**config.mk**
```make
export PLATFORM = sky130hd
export DESIGN_NAME = osc_message_decoder
export DESIGN_NICKNAME = d
export VERILOG_FILES = /design/src/osc_dec_pkg.sv /design/src/osc_dec_parser.sv /design/src/osc_dec_ofifo.sv /design/src/osc_message_decoder.sv
export VERILOG_INCLUDE_DIRS = /design/src /design/src/src
export SDC_FILE = /design/constraint.sdc
export NUM_CORES = 1
export LEC_CHECK = 0
export ABC_AREA = 1
export BUFFER_PORTS_ARGS = -buffer_cell sky130_fd_sc_hd__buf_2
export CAP_MARGIN = 0
export CORE_MARGIN = 2
export CORE_UTILIZATION = 63
export CTS_BUF_LIST = sky130_fd_sc_hd__clkbuf_16
export CTS_CLUSTER_SIZE = 25
export DETAILED_ROUTE_END_ITERATION = 16
export GPL_TIMING_DRIVEN = 0
export PLACE_DENSITY = 0.86
export SLEW_MARGIN = 20
export SYNTH_ARGS = -nofsm -noshare
export SYNTH_HDL_FRONTEND = slang
export SYNTH_SLANG_ARGS = --single-unit
```
**constraint.sdc**
```tcl
create_clock -name clk_i -period 5.4 [get_ports clk_i]
set_input_delay 0 -clock clk_i [delete_from_list [all_inputs] [get_ports clk_i]]
set_output_delay 0 -clock clk_i [all_outputs]
set_load 0.03 [all_outputs]
```
**src/assert_macros.svh**
```systemverilog
// concurrent assertion helpers, clocked on clk_i and held off during reset
`ifndef ASSERT_MACROS_SVH
`define ASSERT_MACROS_SVH

// property must hold at every clock edge out of reset
`define OSC_ASSERT(name, prop, msg) \
  name: assert property (@(posedge clk_i) disable iff (!rst_ni) prop) \
    else $error(msg);

// condition must never be seen at a clock edge out of reset
`define OSC_ASSERT_NEVER(name, cond, msg) \
  `OSC_ASSERT(name, !(cond), msg)

`endif

```
**src/osc_dec_pkg.sv**
```systemverilog
package osc_dec_pkg;

  // tag memory depth and string offset width
  localparam int MaxTags    = 32;
  localparam int OffsetBits = 16;

  localparam int TagCntW  = $clog2(MaxTags + 1);
  localparam int TagAddrW = (MaxTags > 1) ? $clog2(MaxTags) : 1;

  // result queue depth, power of two, at least two
  localparam int OfifoDepth = 4;

  // result kinds
  localparam logic [2:0] KindAddr   = 3'd0;
  localparam logic [2:0] KindTag    = 3'd1;
  localparam logic [2:0] KindInt    = 3'd2;
  localparam logic [2:0] KindFloat  = 3'd3;
  localparam logic [2:0] KindString = 3'd4;
  localparam logic [2:0] KindBlob   = 3'd5;
  localparam logic [2:0] KindEnd    = 3'd6;

  // end status codes
  localparam logic [2:0] StOk           = 3'd0;
  localparam logic [2:0] StMissingComma = 3'd1;
  localparam logic [2:0] StTruncated    = 3'd2;
  localparam logic [2:0] StTooManyTags  = 3'd3;
  localparam logic [2:0] StUnsupported  = 3'd4;

  // stored tag codes
  localparam logic [1:0] TagInt   = 2'd0;
  localparam logic [1:0] TagFloat = 2'd1;
  localparam logic [1:0] TagStr   = 2'd2;
  localparam logic [1:0] TagBlob  = 2'd3;

  // message characters
  localparam logic [7:0] CharComma = 8'h2c;
  localparam logic [7:0] CharI     = 8'h69;
  localparam logic [7:0] CharF     = 8'h66;
  localparam logic [7:0] CharS     = 8'h73;
  localparam logic [7:0] CharB     = 8'h62;
  localparam logic [7:0] CharNul   = 8'h00;

  typedef struct packed {
    logic [7:0] msg_byte;
    logic       end_of_message;
  } osc_in_t;

  typedef struct packed {
    logic [2:0]  kind;
    logic [31:0] value;
    logic [4:0]  arg_number;
    logic [2:0]  status;
    logic        is_last;
  } osc_out_t;

  // results produced by one request: a regular one and the end marker
  typedef struct packed {
    logic first_vld;
    logic end_vld;
  } push_t;

endpackage

```
**src/osc_dec_parser.sv**
```systemverilog
`include "assert_macros.svh"

module osc_dec_parser (
  input  logic                  clk_i,
  input  logic                  rst_ni,
  input  logic                  fire_i,
  input  osc_dec_pkg::osc_in_t  in_data_i,
  output osc_dec_pkg::push_t    push_o,
  output osc_dec_pkg::osc_out_t res_a_o,
  output osc_dec_pkg::osc_out_t res_b_o
);

  typedef enum logic [2:0] {
    PhAddr,
    PhAddrPad,
    PhComma,
    PhTags,
    PhTagPad,
    PhArgs,
    PhString,
    PhBlob
  } phase_e;

  phase_e                                 phase_q, phase_d;
  logic [osc_dec_pkg::OffsetBits-1:0]     offset_q, offset_d;
  logic [osc_dec_pkg::TagCntW-1:0]        tag_count_q, tag_count_d;
  logic [osc_dec_pkg::TagCntW-1:0]        tag_cursor_q, tag_cursor_d;
  logic [1:0]                             wbi_q, wbi_d;
  logic [31:0]                            word_q, word_d;
  logic [31:0]                            blob_rem_q, blob_rem_d;
  logic [31:0]                            dcount_q, dcount_d;
  logic [2:0]                             err_q, err_d;

  logic [1:0]                             tag_mem_q [osc_dec_pkg::MaxTags];
  logic [1:0]                             tag_rd_q;
  logic                                   mem_we;
  logic [1:0]                             tag_code;
  logic                                   tag_known;

  logic [7:0]                             byte_v;
  logic [osc_dec_pkg::OffsetBits-1:0]     new_off;
  logic                                   aligned;
  logic [31:0]                            word_full;
  logic [2:0]                             final_st;

  assign byte_v    = in_data_i.msg_byte;
  assign new_off   = offset_q + osc_dec_pkg::OffsetBits'(1);
  assign aligned   = (new_off[1:0] == 2'b00);
  assign word_full = {word_q[23:0], byte_v};

  always_comb begin
    tag_code  = osc_dec_pkg::TagInt;
    tag_known = 1'b1;
    unique case (byte_v)
      osc_dec_pkg::CharI: tag_code = osc_dec_pkg::TagInt;
      osc_dec_pkg::CharF: tag_code = osc_dec_pkg::TagFloat;
      osc_dec_pkg::CharS: tag_code = osc_dec_pkg::TagStr;
      osc_dec_pkg::CharB: tag_code = osc_dec_pkg::TagBlob;
      default:            tag_known = 1'b0;
    endcase
  end

  always_comb begin
    phase_d      = phase_q;
    offset_d     = offset_q;
    tag_count_d  = tag_count_q;
    tag_cursor_d = tag_cursor_q;
    wbi_d        = wbi_q;
    word_d       = word_q;
    blob_rem_d   = blob_rem_q;
    dcount_d     = dcount_q;
    err_d        = err_q;
    mem_we       = 1'b0;
    push_o       = '0;
    res_a_o      = '0;
    res_b_o      = '0;
    final_st     = osc_dec_pkg::StOk;

    if (fire_i) begin
      unique case (phase_q)
        PhAddr: begin
          if (byte_v != osc_dec_pkg::CharNul) begin
            push_o.first_vld = 1'b1;
            res_a_o.kind     = osc_dec_pkg::KindAddr;
            res_a_o.value    = 32'(byte_v);
          end else begin
            phase_d = aligned ? PhComma : PhAddrPad;
          end
        end
        PhAddrPad: begin
          if (aligned) phase_d = PhComma;
        end
        PhComma: begin
          if (byte_v == osc_dec_pkg::CharComma) begin
            phase_d = PhTags;
          end else begin
            if (err_q == osc_dec_pkg::StOk) err_d = osc_dec_pkg::StMissingComma;
            tag_count_d  = '0;
            tag_cursor_d = '0;
            phase_d      = PhArgs;
          end
        end
        PhTags: begin
          if (byte_v == osc_dec_pkg::CharNul) begin
            tag_cursor_d = '0;
            wbi_d        = '0;
            word_d       = '0;
            phase_d      = aligned ? PhArgs : PhTagPad;
          end else if (!tag_known) begin
            if (err_q == osc_dec_pkg::StOk) err_d = osc_dec_pkg::StUnsupported;
          end else if (tag_count_q < osc_dec_pkg::TagCntW'(osc_dec_pkg::MaxTags)) begin
            mem_we             = 1'b1;
            push_o.first_vld   = 1'b1;
            res_a_o.kind       = osc_dec_pkg::KindTag;
            res_a_o.value      = 32'(byte_v);
            res_a_o.arg_number = 5'(tag_count_q);
            tag_count_d        = tag_count_q + osc_dec_pkg::TagCntW'(1);
          end else begin
            if (err_q == osc_dec_pkg::StOk) err_d = osc_dec_pkg::StTooManyTags;
          end
        end
        PhTagPad: begin
          if (aligned) phase_d = PhArgs;
        end
        PhArgs: begin
          // tag_rd_q holds the entry at tag_cursor_q, registered from the cursor's next value
          if (tag_cursor_q < tag_count_q) begin
            if (tag_rd_q == osc_dec_pkg::TagStr) begin
              push_o.first_vld   = 1'b1;
              res_a_o.kind       = osc_dec_pkg::KindString;
              res_a_o.value      = 32'(offset_q);
              res_a_o.arg_number = 5'(tag_cursor_q);
              dcount_d           = dcount_q + 32'd4;
              blob_rem_d         = (byte_v == osc_dec_pkg::CharNul) ? 32'd1 : 32'd0;
              if (byte_v == osc_dec_pkg::CharNul && aligned) begin
                tag_cursor_d = tag_cursor_q + osc_dec_pkg::TagCntW'(1);
                blob_rem_d   = '0;
                word_d       = '0;
                wbi_d        = '0;
                phase_d      = PhArgs;
              end else begin
                phase_d = PhString;
              end
            end else begin
              word_d = word_full;
              if (wbi_q == 2'd3) begin
                word_d = '0;
                wbi_d  = '0;
                if (tag_rd_q == osc_dec_pkg::TagBlob) begin
                  if (word_full == 32'd0) begin
                    tag_cursor_d = tag_cursor_q + osc_dec_pkg::TagCntW'(1);
                    blob_rem_d   = '0;
                    phase_d      = PhArgs;
                  end else begin
                    blob_rem_d = word_full;
                    phase_d    = PhBlob;
                  end
                end else begin
                  push_o.first_vld   = 1'b1;
                  res_a_o.kind       = (tag_rd_q == osc_dec_pkg::TagInt) ?
                                       osc_dec_pkg::KindInt : osc_dec_pkg::KindFloat;
                  res_a_o.value      = word_full;
                  res_a_o.arg_number = 5'(tag_cursor_q);
                  dcount_d           = dcount_q + 32'd4;
                  tag_cursor_d       = tag_cursor_q + osc_dec_pkg::TagCntW'(1);
                  blob_rem_d         = '0;
                  phase_d            = PhArgs;
                end
              end else begin
                wbi_d = wbi_q + 2'd1;
              end
            end
          end
        end
        PhString: begin
          // blob_rem_q doubles as the string's nul-seen flag
          if ((byte_v == osc_dec_pkg::CharNul || blob_rem_q != 32'd0) && aligned) begin
            tag_cursor_d = tag_cursor_q + osc_dec_pkg::TagCntW'(1);
            blob_rem_d   = '0;
            word_d       = '0;
            wbi_d        = '0;
            phase_d      = PhArgs;
          end else if (byte_v == osc_dec_pkg::CharNul) begin
            blob_rem_d = 32'd1;
          end
        end
        PhBlob: begin
          if (blob_rem_q != 32'd0) begin
            push_o.first_vld   = 1'b1;
            res_a_o.kind       = osc_dec_pkg::KindBlob;
            res_a_o.value      = 32'(byte_v);
            res_a_o.arg_number = 5'(tag_cursor_q);
            dcount_d           = dcount_q + 32'd1;
            blob_rem_d         = blob_rem_q - 32'd1;
            if (blob_rem_q == 32'd1 && aligned) begin
              tag_cursor_d = tag_cursor_q + osc_dec_pkg::TagCntW'(1);
              blob_rem_d   = '0;
              word_d       = '0;
              wbi_d        = '0;
              phase_d      = PhArgs;
            end
          end else if (aligned) begin
            tag_cursor_d = tag_cursor_q + osc_dec_pkg::TagCntW'(1);
            blob_rem_d   = '0;
            word_d       = '0;
            wbi_d        = '0;
            phase_d      = PhArgs;
          end
        end
      endcase

      offset_d = new_off;

      if (in_data_i.end_of_message) begin
        final_st = err_d;
        if (final_st == osc_dec_pkg::StOk &&
            !(phase_d == PhArgs && tag_cursor_d >= tag_count_d && wbi_d == 2'd0)) begin
          final_st = osc_dec_pkg::StTruncated;
        end
        push_o.end_vld     = 1'b1;
        res_b_o.kind       = osc_dec_pkg::KindEnd;
        res_b_o.value      = dcount_d;
        res_b_o.arg_number = 5'(tag_cursor_d);
        res_b_o.status     = final_st;
        res_b_o.is_last    = 1'b1;

        // back to the start of a new message
        phase_d      = PhAddr;
        offset_d     = '0;
        tag_count_d  = '0;
        tag_cursor_d = '0;
        wbi_d        = '0;
        word_d       = '0;
        blob_rem_d   = '0;
        dcount_d     = '0;
        err_d        = osc_dec_pkg::StOk;
      end
    end
  end

  always_ff @(posedge clk_i or negedge rst_ni) begin
    if (!rst_ni) begin
      phase_q      <= PhAddr;
      offset_q     <= '0;
      tag_count_q  <= '0;
      tag_cursor_q <= '0;
      wbi_q        <= '0;
      word_q       <= '0;
      blob_rem_q   <= '0;
      dcount_q     <= '0;
      err_q        <= osc_dec_pkg::StOk;
    end else begin
      phase_q      <= phase_d;
      offset_q     <= offset_d;
      tag_count_q  <= tag_count_d;
      tag_cursor_q <= tag_cursor_d;
      wbi_q        <= wbi_d;
      word_q       <= word_d;
      blob_rem_q   <= blob_rem_d;
      dcount_q     <= dcount_d;
      err_q        <= err_d;
    end
  end

  // tag memory: written during the tag list, read ahead at the next cursor.
  // a write and a read of the same entry only meet while still in the tag
  // list, and the entry is read again before any argument needs it
  always_ff @(posedge clk_i) begin
    if (mem_we) begin
      tag_mem_q[tag_count_q[osc_dec_pkg::TagAddrW-1:0]] <= tag_code;
    end
    tag_rd_q <= tag_mem_q[tag_cursor_d[osc_dec_pkg::TagAddrW-1:0]];
  end

  `OSC_ASSERT(a_cursor_le_count, tag_cursor_q <= tag_count_q,
              "tag cursor ran past the stored tags")
  `OSC_ASSERT(a_count_bound, tag_count_q <= osc_dec_pkg::TagCntW'(osc_dec_pkg::MaxTags),
              "tag count above memory depth")
  `OSC_ASSERT(a_end_clears, fire_i && in_data_i.end_of_message |=>
              phase_q == PhAddr && tag_count_q == '0 && dcount_q == 32'd0,
              "state not cleared after end of message")
  `OSC_ASSERT_NEVER(a_write_outside_tags, mem_we && phase_q != PhTags,
                    "tag memory written outside the tag list")

endmodule

```
**src/osc_dec_ofifo.sv**
```systemverilog
`include "assert_macros.svh"

module osc_dec_ofifo (
  input  logic                  clk_i,
  input  logic                  rst_ni,
  input  osc_dec_pkg::push_t    push_i,
  input  osc_dec_pkg::osc_out_t res_a_i,
  input  osc_dec_pkg::osc_out_t res_b_i,
  output logic                  room_o,
  output logic                  out_valid_o,
  input  logic                  out_stall_i,
  output osc_dec_pkg::osc_out_t out_data_o
);

  localparam int PtrW = $clog2(osc_dec_pkg::OfifoDepth);
  localparam int CntW = $clog2(osc_dec_pkg::OfifoDepth + 1);

  osc_dec_pkg::osc_out_t buf_q [osc_dec_pkg::OfifoDepth];
  logic [PtrW-1:0]       wr_q, wr_d;
  logic [PtrW-1:0]       rd_q, rd_d;
  logic [CntW-1:0]       cnt_q, cnt_d;
  logic [CntW-1:0]       npush;
  logic                  pop;

  assign out_valid_o = (cnt_q != '0);
  assign out_data_o  = buf_q[rd_q];
  assign pop         = out_valid_o && !out_stall_i;
  // two free slots cover the worst request: a result plus the end marker
  assign room_o      = (cnt_q <= CntW'(osc_dec_pkg::OfifoDepth - 2));
  assign npush       = CntW'(push_i.first_vld) + CntW'(push_i.end_vld);

  always_comb begin
    wr_d  = wr_q + PtrW'(npush);
    rd_d  = pop ? rd_q + PtrW'(1) : rd_q;
    cnt_d = cnt_q + npush - CntW'(pop);
  end

  always_ff @(posedge clk_i or negedge rst_ni) begin
    if (!rst_ni) begin
      wr_q  <= '0;
      rd_q  <= '0;
      cnt_q <= '0;
    end else begin
      wr_q  <= wr_d;
      rd_q  <= rd_d;
      cnt_q <= cnt_d;
    end
  end

  always_ff @(posedge clk_i) begin
    if (push_i.first_vld) begin
      buf_q[wr_q] <= res_a_i;
    end
    if (push_i.end_vld) begin
      buf_q[push_i.first_vld ? wr_q + PtrW'(1) : wr_q] <= res_b_i;
    end
  end

  `OSC_ASSERT(a_cnt_bound, cnt_q <= CntW'(osc_dec_pkg::OfifoDepth),
              "result queue overfilled")
  `OSC_ASSERT(a_push_needs_room, push_i.first_vld || push_i.end_vld |-> room_o,
              "result pushed without two free slots")
  `OSC_ASSERT(a_pop_only, pop && !push_i.first_vld && !push_i.end_vld |=>
              cnt_q == $past(cnt_q) - CntW'(1),
              "queue level wrong after a lone pop")

endmodule

```
**src/osc_message_decoder.sv**
```systemverilog
// Byte-serial Open Sound Control 1.0 message parser. One message byte is
// taken per request, and with the result queue draining it takes a new byte
// every clock cycle. Each byte yields at most one result plus, on the byte
// marked end of message, the end result with the data byte count and the
// status; results are registered, never passed straight to the output.
// Results pass through a four-entry queue, and the input stalls whenever
// fewer than two slots are free, so a long output stall backs up into the
// input after a few bytes. Type tags live in a 32 x 2 bit memory, read
// ahead at the next cursor value for the argument that needs them; no
// clearing pass is needed after reset.
module osc_message_decoder (
  input  logic                  clk_i,
  input  logic                  rst_ni,
  input  logic                  in_valid_i,
  output logic                  in_stall_o,
  input  osc_dec_pkg::osc_in_t  in_data_i,
  output logic                  out_valid_o,
  input  logic                  out_stall_i,
  output osc_dec_pkg::osc_out_t out_data_o
);

  osc_dec_pkg::push_t    push;
  osc_dec_pkg::osc_out_t res_a;
  osc_dec_pkg::osc_out_t res_b;
  logic                  room;
  logic                  fire;

  assign in_stall_o = !room;
  assign fire       = in_valid_i && room;

  osc_dec_parser u_parser (
    .clk_i     (clk_i),
    .rst_ni    (rst_ni),
    .fire_i    (fire),
    .in_data_i (in_data_i),
    .push_o    (push),
    .res_a_o   (res_a),
    .res_b_o   (res_b)
  );

  osc_dec_ofifo u_ofifo (
    .clk_i       (clk_i),
    .rst_ni      (rst_ni),
    .push_i      (push),
    .res_a_i     (res_a),
    .res_b_i     (res_b),
    .room_o      (room),
    .out_valid_o (out_valid_o),
    .out_stall_i (out_stall_i),
    .out_data_o  (out_data_o)
  );

endmodule

```
* Yosys cells after proc, flatten, opt, wreduce, memory -nomap -nowiden
Memory sizes are Yosys's and may differ from the RTL's. A register that Yosys moved wholly into a read port is not among the register bits.
Index checks and enable logic that the tools add are counted.
W data, S select, Z words.
** Storage, ports and cells
- Flip-flop bits (word level) :: 131
- Bits in writable memories :: 240
- Bits of input ports :: 13
- Logic and storage cells :: 220
- Memories :: 2
** Operators by class
- Add/sub/neg operators :: 13
- Order comparisons :: 4
- Eq/ne operators :: 25
- Mux-type cells :: 135
- Reductions and logical operators :: 28
** Memory list
- u_ofifo.buf_q :: words 4, bits a word 44, read ports 1, clocked after Yosys merged registers in 0, wr ports 2, line osc_dec_ofifo.sv:18 : osc_dec_pkg::osc_out_t buf_q [osc_dec_pkg::OfifoDepth];
- u_parser.tag_mem_q :: words 32, bits a word 2, read ports 1, clocked after Yosys merged registers in 1, wr ports 1, line osc_dec_parser.sv:34 : logic [1:0] tag_mem_q [osc_dec_pkg::MaxTags];
** Operators by type and width (number)
- $mux W32 :: 18
- $mux W40 :: 7
- $mux W24 :: 9
- $pmux W35 S4 :: 1
- $mux W6 :: 20
- $pmux W24 S4 :: 1
- $pmux W32 S3 :: 1
- $mux W44 :: 2
- $mux W3 :: 23
- $pmux W32 S2 :: 1
- $mux W39 :: 1
- $mux W38 :: 1
- $mux W2 :: 17
- $add A32 B1 Y32 const B :: 1
- $add A32 B3 Y32 const B :: 1
- $eq A32 B1 Y1 const B :: 1
- $eq A8 B7 Y1 const B :: 4
- $logic_not A32 Y1 :: 1
- $reduce_bool A32 Y1 :: 1
- $sub A32 B1 Y32 const B :: 1
- $pmux W6 S5 :: 1
- $pmux W3 S8 :: 1
- $mux W1 :: 22
- $add A16 B1 Y16 const B :: 1
- other kinds (40) :: 68

* Longest topological paths before layout
- Depth in word-level cells :: 16
- Gate-level depth with buffers :: 25
- Mapped depth without buffers :: 25

* Cells and area by module
Synthesis repeated with hierarchy kept, for this count alone.
** Unflattened totals
- Cell total of the unflattened synthesis :: 2840
- Area, all modules :: 22630.5 sq um
** By module, submodules not included
- osc_dec_parser :: instances 1, cells each 1760, area an instance 12897.4 sq um, seq. area each 5064.9 sq um
- osc_dec_ofifo :: instances 1, cells each 1077, area an instance 9721.8 sq um, seq. area each 5460.2 sq um
- osc_message_decoder :: instances 1, cells each 3, area an instance 11.3 sq um, seq. area each 0.0 sq um

* Least setup slack after synthesis
Ideal clock, no wire load.
- Kind :: reg-to-reg
- From :: register u_parser.tag_count_q[2] (netlist name)
- To :: memory u_ofifo.buf_q[3][0] (netlist name) (enable)
- Data arrival time :: 3.420 ns
- Required time :: 4.999 ns
- Slack :: 1.579 ns
- Cell stages (with the launch flop) :: 19
- Path buffers :: 1
- Period minus slack after synthesis :: 3.821 ns
- Path through :: dfrtp_1 -> clkinv_1 -> ha_1 -> nand2_1 -> nor2_1 -> nand2_1 -> nand2_2 -> nor2_2 -> nand2_1 -> inv_1 -> a211oi_2 -> nand2_2 -> nand2_4 -> xor2_4 -> inv_2 -> nor2_4 -> inv_2 -> buf_2 -> nand2_1
** RTL lines
- from (decl) :: line osc_dec_parser.sv:26 : logic [osc_dec_pkg::TagCntW-1:0] tag_count_q, tag_count_d;
- from (signal assigned) :: line osc_dec_parser.sv:255 : tag_count_q <= tag_count_d;
- to (decl) :: line osc_dec_ofifo.sv:18

==> results.yml <==
drt:
  vias_per_cell: 6.59
  drt_pass1_iterations: 8
  drt_iter0_markers: 3410
  wl_microns: 70300
  vias: 20100
  wire_per_inst_microns: 23.1
  ant_nets: 0
  route.detailed.drc: 0
global_route:
  antenna_found_initial: 2
  grt_pass1_wl_microns: 107000
  grt_overflow: 0
  grtUsageTotal_pct: 39.7
  first_global_vias: 19100
  grt_max_degree: 79
sta:
  hold_slack_ns: 0.0176
  skew_ns: 0.0271
  finalWorstSetupSlack_ns: 0.844
  hold_viol: 0
  setup_violations: 0
  worstMarginPinSlew_ns: 1.18
  slew_viol_final: 0
  max_freq_mhz: 219
  relSlewSlack_pct: 21.2
  period_minus_slack_ns: 4.56
  rsz0062_at_grt: "false"
  period_share_pct: 84.4
floorplanning:
  fp-row-count: 67
  fp.dieH_microns: 187
  io_pins: 59
  start_util_pct: 63.6
  core_area_sq_um: 33300
  fp.dieArea_sq_um: 35100
  fp.dieW_microns: 187
clocking:
  clock_sinks: 373
  cts_max_level: 2
  path_clk_slew_ns: 0.06
  cts_root_buf: "clkbuf_16"
  cts-buffers-inserted: 40
  ctsResizeCount: 0
  tritoncts: "built"
  clk_latency_ns: 0.57
  cts_buffer_depth: 3
placement:
  dpl_cell_area_sq_um: 22100
  place_ws_ns: 1.03
  dp_hpwl_microns: 50800
  portBuffers: 57
  routabilityCongestion: 1.04
synth:
  ys_types: 66
  ys.flop_type: "edfxtp_1"
  synth_enable_flop_cells: 236
  synth.area.top_cells: "edfxtp_1 (33%), dfrtp_1 (15%), nand2_1 (6.1%), o22ai_1 (5.3%), o21ai_0 (5.2%)"
  yosysSeqAreaShare_pct: 49.5
  synth-seq-cells: 373
  synth_cells: 2459
  ys_warn_count: 0
  syn_nets: 2507
  avgSynthCellArea_sq_um: 8.61
  synth_area_sq_um: 21200
  yosys.area.top_type: "edfxtp_1"
  synth_top_area_share_pct: 33.5
  async_flop_share_pct: 35.1
worst_setup_path:
  crit_cells: 23
  cp_num_buf_inv: 2
  path_max_fanout: 10
  rr_endpoint: "u_ofifo.buf_q[3][2]$_DFFE_PP_"
  end_kind: "flop"
  critPathArrivalTime_ns: 4.95
  crit_chain: "clkinv_1, ha_1, nand2_1, a21oi_1, nor2_1, nand3_1, nor2_2, nand2_1, nand2_1, nand4_1, nand2_1, ha_1, inv_1, a21boi_0, o21a_1, o21a_1, o21a_1, o21a_1, o21ai_0, nor2_1, nand3_1, nand3b_1, a21oi_1"
  crit_type: "flop to flop"
  rr_worst_depth: 23
  start_kind: "flop"
  cpPeakStageDelay_ns: 0.46
  ff2ff_setup_slack_ns: 0.84
  timing.rr.start: "u_parser.tag_count_q[2]$_DFFE_PN0P_"
  slowest_stage: "dfrtp_1"
  crit_family: "simple AND/OR/NAND/NOR gates"
  cp.required_ns: 5.80
finish:
  layout_commonest_cell: "nand2_1"
  drive_above_1_share_pct: 10.6
  final_nets: 2622
  final_cell_mix: "nand2_1 (340), nor2_1 (292), inv_1 (271)"
  fin_area_sq_um: 23500
  area_delta_synth_final_pct: 11.1
  antennaDiodeCount: 0
power_and_ir_drop:
  power_density_nw_per_um2: 519
  peakVddDrop_uv: 548
  power.leakage_nw: 9.03
status:
  status: "finished, final reports clean"
run:
  cap_violations: 0
hold_path:
  hold_class: "input pin to asynchronous set/reset pin"
-- cell families (layout without fill, tap and decap cells) --
kind of cell	after synthesis	in the layout	share of synthesized area, %
AND/OR/NAND/NOR	951	951	20.1
AO/OA/AOI/OAI	635	635	18.3
buffers and inverters	415	559	7.84
flip-flops	373	373	49.5
XOR/XNOR	50	50	2.16
adder cells (fa/ha/maj)	35	35	2.10
-- worst max-delay path by stage --
stage,start,to,slack (ns)
after global placement,u_parser.tag_count_q[2]$_DFFE_PN0P_,u_ofifo.buf_q[3][33]$_DFFE_PP_,-0.03
after CTS,u_parser.tag_count_q[2]$_DFFE_PN0P_,u_ofifo.buf_q[3][2]$_DFFE_PP_,0.96
after detailed placement,u_parser.tag_count_q[2]$_DFFE_PN0P_,u_ofifo.buf_q[3][2]$_DFFE_PP_,1.03
after global routing,u_parser.tag_count_q[2]$_DFFE_PN0P_,u_ofifo.buf_q[0][2]$_DFFE_PP_,0.58
after floorplan,u_parser.tag_count_q[2]$_DFFE_PN0P_,u_ofifo.buf_q[3][0]$_DFFE_PP_,1.58
final,u_parser.tag_count_q[2]$_DFFE_PN0P_,u_ofifo.buf_q[3][2]$_DFFE_PP_,0.84
-- tightest hold or removal path: cells and delay by family --
kind                   cells  cell delay, ns
buffers and inverters      3            0.94
-- layout make-up --
type | count | area, sq um
flip-flops and latches | 373 | 10500
fillers | 2522 | 9770
multi-input cells | 1671 | 9060
inverters | 292 | 1100
clock buffers | 42 | 1050
plain buffers | 123 | 562
well taps | 448 | 561
repair buffers | 73 | 493
clock inverters | 29 | 206
-- metal layers --
| metal | global-route usage [%] | wire (microns) | vias to the layer above |
|---|---|---|---|
| li1 | - | - | 8839 |
| met1 | 52.7 | 26000 | 9456 |
| met2 | 63.5 | 32000 | 1500 |
| met3 | 7.75 | 8610 | 297 |
| met4 | 18.5 | 3680 | 0 |
| met5 | 0 | 0 | - |
-- flip-flops by register name (all words and copies together), names as in the netlist --
name and flops:
u_parser.tag_mem_q 64, u_parser.offset_q 16, u_ofifo.cnt_q 3, u_ofifo.rd_q 2
u_parser.tag_count_q 6, u_parser.blob_rem_q 32, u_ofifo.buf_q 176, u_parser.err_q 3
u_parser.phase_q 3, u_parser.wbi_q 2, u_parser.word_q 24, u_parser.tag_cursor_q 6
u_parser.dcount_q 32, u_parser.tag_rd_q 2, u_ofifo.wr_q 2
-- through the flow --
| stage | power (mW) | util (%) | TNS [ns] | instances |
|---|---|---|---|---|
| 6_report | 12.2 | 70.7 | 0 | 3051 |
| 3_3_place_gp | 9.19 | 66.2 | -0.992 | 2964 |
| 3_5_place_dp | 9.36 | 66.5 | 0 | 2968 |
| 5_1_grt | 12.7 | 70.7 | 0 | 3051 |
| 2_1_floorplan | 7.62 | - | 0 | 2459 |
| 4_1_cts | 12.0 | 70.6 | 0 | 3050 |
-- cells in the mapped netlist (3+ instances only) --
cell      count
nor2_2       11
buf_4         7
a21oi_1      94
a221oi_1      4
xor2_1       44
a32oi_1       7
dfrtp_1     131
inv_1       267
nand2_1     344
dfxtp_1       6
inv_2        20
buf_6         5
clkbuf_1     72
nor4_1       18
nand3_2       5
a211oi_1      4
nand3b_1     17
xnor2_1       5
o22ai_2      27
nor2_4        6
o32ai_1       9
o21ai_1      24
nand4_1      29
o21a_1        5
ha_1         34
nand2_4       4
o31ai_1      18
clkinv_1      4
o21ai_0     220
a22oi_1       9
nor3_1       31
o22ai_1     181
nand3_1     167
nand2_2      14
buf_2        29
nor3_2        3
buf_1        10
nor2_1      292
edfxtp_1    236
a31oi_1      13
-- where the power goes --
group          leakage [nW]  internal, mW  total (mW)  switching (mW)
Clock                 0.638          1.51        2.68            1.17
Combinational          4.38          1.51        5.69            4.18
Sequential             4.01          3.56        3.84           0.284
-- repair_timing --
action	CTS	global route
hold buffers	11	0
hold endpoints to repair	150	0
buffers inserted	0	0
No activity file was read; power rests on OpenSTA's default activity.
